File: src/design/cau_pkg.sv
// Shared widths, command codes, the divider lane record and the saturation helper.
package cau_pkg;

  localparam int WORD_BITS = 32;
  localparam int FRAC_BITS = 16;
  localparam int PROD_BITS = 2 * WORD_BITS;
  localparam int NUM_BITS  = PROD_BITS + 1;
  localparam int SAT_BITS  = PROD_BITS + 2;
  localparam int QUO_BITS  = WORD_BITS;
  localparam int REM_BITS  = PROD_BITS;
  localparam int FULL_BITS = NUM_BITS + FRAC_BITS;
  localparam int DIV_CELLS = QUO_BITS;

  typedef logic [2:0] cmd_t;
  localparam cmd_t CMD_ADD  = 3'd0;
  localparam cmd_t CMD_SUB  = 3'd1;
  localparam cmd_t CMD_MUL  = 3'd2;
  localparam cmd_t CMD_DIV  = 3'd3;
  localparam cmd_t CMD_CONJ = 3'd4;
  localparam cmd_t CMD_NEG  = 3'd5;

  typedef logic signed [WORD_BITS-1:0] word_t;

  typedef struct packed {
    logic                valid;
    logic                div;
    logic                dz;
    logic                ov;
    logic                neg_re;
    logic                neg_im;
    logic                big_re;
    logic                big_im;
    logic [REM_BITS-1:0] den;
    logic [REM_BITS-1:0] rem_re;
    logic [REM_BITS-1:0] rem_im;
    logic [QUO_BITS-1:0] nlo_re;
    logic [QUO_BITS-1:0] nlo_im;
    logic [QUO_BITS-1:0] q_re;
    logic [QUO_BITS-1:0] q_im;
    word_t               res_re;
    word_t               res_im;
  } lane_t;

  // returns {overflow, saturated word}
  function automatic logic [WORD_BITS:0] sat_word(input logic signed [SAT_BITS-1:0] v);
    logic [SAT_BITS-WORD_BITS:0] hi;
    hi = v[SAT_BITS-1:WORD_BITS-1];
    if ((&hi) || !(|hi)) begin
      return {1'b0, v[WORD_BITS-1:0]};
    end else if (v[SAT_BITS-1]) begin
      return {1'b1, 1'b1, {(WORD_BITS-1){1'b0}}};
    end else begin
      return {1'b1, 1'b0, {(WORD_BITS-1){1'b1}}};
    end
  endfunction

endpackage

File: src/design/cau_cell.sv
// One restoring-division cell: one quotient bit for both result parts.
module cau_cell (
  input  logic           clk,
  input  logic           rst_n,
  input  logic           en,
  input  cau_pkg::lane_t lane_i,
  output cau_pkg::lane_t lane_o
);

  logic [cau_pkg::REM_BITS:0] t_re, t_im, den_x;
  logic                       ge_re, ge_im;
  cau_pkg::lane_t             lane_nxt;
  cau_pkg::lane_t             lane_r;

  always_comb begin
    den_x = {1'b0, lane_i.den};
    t_re  = {lane_i.rem_re, lane_i.nlo_re[cau_pkg::QUO_BITS-1]};
    t_im  = {lane_i.rem_im, lane_i.nlo_im[cau_pkg::QUO_BITS-1]};
    ge_re = (t_re >= den_x);
    ge_im = (t_im >= den_x);
    lane_nxt        = lane_i;
    lane_nxt.rem_re = ge_re ? cau_pkg::REM_BITS'(t_re - den_x) : t_re[cau_pkg::REM_BITS-1:0];
    lane_nxt.rem_im = ge_im ? cau_pkg::REM_BITS'(t_im - den_x) : t_im[cau_pkg::REM_BITS-1:0];
    lane_nxt.nlo_re = lane_i.nlo_re << 1;
    lane_nxt.nlo_im = lane_i.nlo_im << 1;
    lane_nxt.q_re   = {lane_i.q_re[cau_pkg::QUO_BITS-2:0], ge_re};
    lane_nxt.q_im   = {lane_i.q_im[cau_pkg::QUO_BITS-2:0], ge_im};
  end

  always_ff @(posedge clk) begin
    if (!rst_n) begin
      lane_r.valid <= 1'b0;
    end else if (en) begin
      lane_r.valid <= lane_nxt.valid;
    end
    if (en) begin
      lane_r.div    <= lane_nxt.div;
      lane_r.dz     <= lane_nxt.dz;
      lane_r.ov     <= lane_nxt.ov;
      lane_r.neg_re <= lane_nxt.neg_re;
      lane_r.neg_im <= lane_nxt.neg_im;
      lane_r.big_re <= lane_nxt.big_re;
      lane_r.big_im <= lane_nxt.big_im;
      lane_r.den    <= lane_nxt.den;
      lane_r.rem_re <= lane_nxt.rem_re;
      lane_r.rem_im <= lane_nxt.rem_im;
      lane_r.nlo_re <= lane_nxt.nlo_re;
      lane_r.nlo_im <= lane_nxt.nlo_im;
      lane_r.q_re   <= lane_nxt.q_re;
      lane_r.q_im   <= lane_nxt.q_im;
      lane_r.res_re <= lane_nxt.res_re;
      lane_r.res_im <= lane_nxt.res_im;
    end
  end

  assign lane_o = lane_r;

endmodule

File: config.mk
export PLATFORM = sky130hd
export DESIGN_NAME = cau_cell
export DESIGN_NICKNAME = d
export VERILOG_FILES = /design/src/design/cau_pkg.sv /design/src/design/cau_cell.sv
export SDC_FILE = /design/constraint.sdc
export NUM_CORES = 1
export LEC_CHECK = 0
export BUFFER_PORTS_ARGS = -buffer_cell sky130_fd_sc_hd__buf_2
export CORE_AREA = 2 2 310 312
export CTS_CLUSTER_SIZE = 28
export DETAILED_ROUTE_END_ITERATION = 10
export DIE_AREA = 0 0 312 314
export MAX_ROUTING_LAYER = met4
export RECOVER_POWER = 50
export SLEW_MARGIN = 20
export SYNTH_ARGS = -nofsm -noshare
export SYNTH_HDL_FRONTEND = slang
export SYNTH_SLANG_ARGS = --single-unit
File: constraint.sdc
create_clock -name clk -period 6.6 [get_ports clk]
set_clock_uncertainty 0.05 [all_clocks]
set_input_delay 0.33 -clock clk [delete_from_list [all_inputs] [get_ports clk]]
set_output_delay 0.33 -clock clk [all_outputs]
set_load 0.02 [all_outputs]
==> impl_results.md <==
* Outcome: finished clean
* Core area at about 94,000 sq um
* Total Nets Final at between 3,000 and 4,000
* Starting density of the core at a little over a fifth
* Vias at approximately 19,000
* Hold_ws at between 0.04 and 0.05 ns
* End of the critical path: lane_o[260]$_DFFE_PP_
* Antenna violations before repair at 35
* Hold Crit Start: lane_i[289]
* Combinational Power Share at approximately 25%
* Gates resized, CTS repair at 0
* DIE HEIGHT at around 310 um
* Post-synth cell types at 74
* Max Clock Freq at a little under 0.2 GHz
* Total GRT Usage at 20.0%
* Die area at slightly below 100,000 sq um
* Reg2Reg Launch Point: lane_o[391]$_SDFFE_PN0P_
* Placed insts at about 3,800
* CTS Buf Count at 51
* Pwr dens at about 270 nW/um^2
* Crit end category: flip-flop
* Post-DR wirelength/cell at between 20 and 25 um
* Clk_lat worst skew at between 0.6 and 0.7 ns
* Minimum clock period at just over 5 ns
* Crit Path Max Fanout at 84
* Worst setup margin at between 1 and 1.5 ns
* WS Path Type: in -> reg
* Detailed Route WL at 99,100 um
* Fin crit share at 78.6%
* Area growth syn-to-layout at 48.3%
* Die X-Extent at approximately 310 um
* Final Hold Fails at 0
* Worst slew margin at a little under a third
* Number of H-tree levels at 2
* Register bit total from synthesis at 390
* CTS tree: done
* DR vias/cell at roughly 4.5
* Post-route antenna net violation count at 0
* Worst Reg-to-Reg Cells at 3
* Total congestion overflow at 0
* Arrival time worst endpoint at roughly 5.5 ns
* Clock Power Share at 36.3%
* Final setup violation count at 0
* Power Internal at between 0.005 and 0.006 W
* Async S/R FF share, synth at 0%
* Sw Share at 31.9%
* Largest net degree at the start of global routing at between 150 and 200
* IO Count at roughly 790
* Syn Inst Count at between 1,500 and 2,000
* Cell area after synthesis at about 21,000 sq um
* Worst R2R End: lane_o[391]$_SDFFE_PN0P_
* Dominant synthesized flop cell: edfxtp_1
* Pre-CTS setup slack at around 1.3 ns
* RSZ-0062 raised after global routing: false
* Peak supply drop at about 0.00016 V
* FP Rows at between 100 and 150
* Worst Tran Pin Value at between 1 and 1.5 ns
* Max reg flops at 390
* Sequential share of the synthesized area at a little under three fifths
* Worst min-delay path category: in -> reg
* Port bufs at roughly 800
* FF-to-FF setup slack at around 5.4 ns
* Clock slew at reported path FFs at 0.06 ns
* Non-Filler Instances at 4,268
* Worst setup path startpoint: lane_i[339]
* Pleak at roughly 13 nW
* DR iter-0 viols at between 1,000 and 1,500
* Net switching power at between 0.002 and 0.003 W
* Hpwl dp at roughly 79,000 um
* Number of synthesized flops with an enable pin at roughly 390
* Setup TNS at 0 ns
* Yosys Warn Count at 0
* DRC at 0
* CTS root buffer: clkbuf_16
* Layout cells sized above 1 at about a fifth
* Final Slew Violations at 0
* Total iterations of the first detailed-routing run at 5
* Global-route wire length before repair at about 140,000 um
* Crit start category: input port
* Vias in the first global route at around 19,000
* Post-Syn Area per Cell at roughly 11 sq um
* WP data required at between 6 and 7 ns
* Register share of total power at approximately two fifths
* Clk sinks at 390
* RePlAce Congestion at roughly 0.92
* MaxCap Viol Count at 0
* Clock tree buffer depth at 3
[critical path, cell delays in order]
cell,delay [ns]
dlygate4sd3_1,0.52
clkbuf_1,0.12
inv_1,0.08
ha_1,0.45
nand4_1,0.37
or4_1,0.63
o41ai_2,0.70
o211ai_1,0.46
a21oi_1,0.42
o21ai_1,0.18
o21a_2,0.32
clkinv_2,0.09
buf_12,0.24
mux2_2,0.39
[timing repair]
action                                  CTS  global route
setup buffers                             0             0
endpoints found under the setup margin    0             0
endpoints found under the hold margin   326             1
hold buffers                            327             1
[worst min path at each step]
stage / to / slack (ns) / cells past startpoint
2_1_floorplan: lane_o[0]$_DFFE_PP_ / 0.38 / 0
3_3_place_gp: lane_o[391]$_SDFFE_PN0P_ / 0.44 / 2
3_5_place_dp: lane_o[387]$_DFFE_PP_ / 0.46 / 1
4_1_cts: lane_o[241]$_DFFE_PP_ / 0.0003 / 3
5_1_grt: lane_o[219]$_DFFE_PP_ / 0.005 / 3
6_report: lane_o[290]$_DFFE_PP_ / 0.05 / 3
[power groups by stage]
stage | combinational, W | clock [W] | sequential, W
finish | 0.00206 | 0.00296 | 0.00313
global route | 0.00222 | 0.00316 | 0.00315
CTS | 0.00213 | 0.00305 | 0.00313
detailed placement | 0.00194 | 0 | 0.00317
global placement | 0.00194 | 0 | 0.00317
floorplan | 0.000773 | 0 | 0.00351
[layout by cell type, fill, tap and decap left out, types with 18 or more instances in the layout]
cell,synthesis,routed
a21o_1,83,83
a21oi_1,237,237
a31oi_1,21,21
buf_2,12,494
clkbuf_1,53,288
clkbuf_16,0,51
diode_2,0,30
dlygate4sd3_1,0,328
edfxtp_1,389,389
ha_1,128,128
inv_1,88,88
nand2_1,128,128
nand3_1,22,22
nand4_1,33,33
nor2_1,159,159
o21ai_0,102,102
o21bai_1,18,18
xnor2_1,59,59
xor2_1,56,56
[cell usage after synthesis (10+ instances only)]
cell type	instances	area [sq um]
a21boi_0	11	82.6
a21o_1	83	623
a21oi_1	237	1190
a31oi_1	21	131
and2_1	12	75.1
and3_1	17	106
buf_2	12	60.1
clkbuf_1	53	199
edfxtp_1	389	11700
ha_1	128	1600
inv_1	88	330
nand2_1	128	480
nand2b_1	16	100
nand3_1	22	110
nand4_1	33	206
nor2_1	159	597
nor2b_1	12	75.1
nor3_1	14	70.1
o211ai_1	10	75.1
o21a_1	14	105
o21ai_0	102	510
o21bai_1	18	135
xnor2_1	59	517
xor2_1	56	490
[cell type report]
class                           count  area [sq um]
Fill cell                        9898         63700
Antenna cell                       30          75.1
Clock buffer                       56          1290
Clock inverter                     35           439
Timing Repair Buffer             1126          7000
Sequential cell                   390         11700
Multi-Input combinational cell   1276          8340
Tap cell                         1265          1580
Inverter                           90           340
[cells by family after synthesis]
| kind of cell | count (synthesis) | share of synthesized area [%] |
|---|---|---|
| compound gates | 563 | 16.5 |
| flops | 390 | 56.4 |
| mux | 13 | 0.676 |
| xor+xnor | 115 | 4.86 |
| buf+inv | 168 | 3.44 |
| other cells | 1 | 0.0181 |
| simple gates | 453 | 10.2 |
| fa+ha+maj | 130 | 7.91 |
[per-layer routing]
| metal | track usage, % | share of wire (%) | vias up |
|---|---|---|---|
| met1 | 21.7 | 38 | 9133 |
| li1 | - | - | 9085 |
| met3 | 5.90 | 7.6 | 106 |
| met4 | 5.24 | 2.8 | 0 |
| met2 | 35.5 | 51 | 692 |
| met5 | - | 0 | - |
[through the flow]
stage,cell area (sq um),util [%],total power (W)
detailed placement,26000,27.6,0.00512
finish,30800,32.6,0.00816
floorplan,20700,-,0.00429
global placement,26000,27.6,0.00511
global route,30800,32.6,0.00852
CTS,31000,32.9,0.00831
Power figures use the tool's default switching activity.
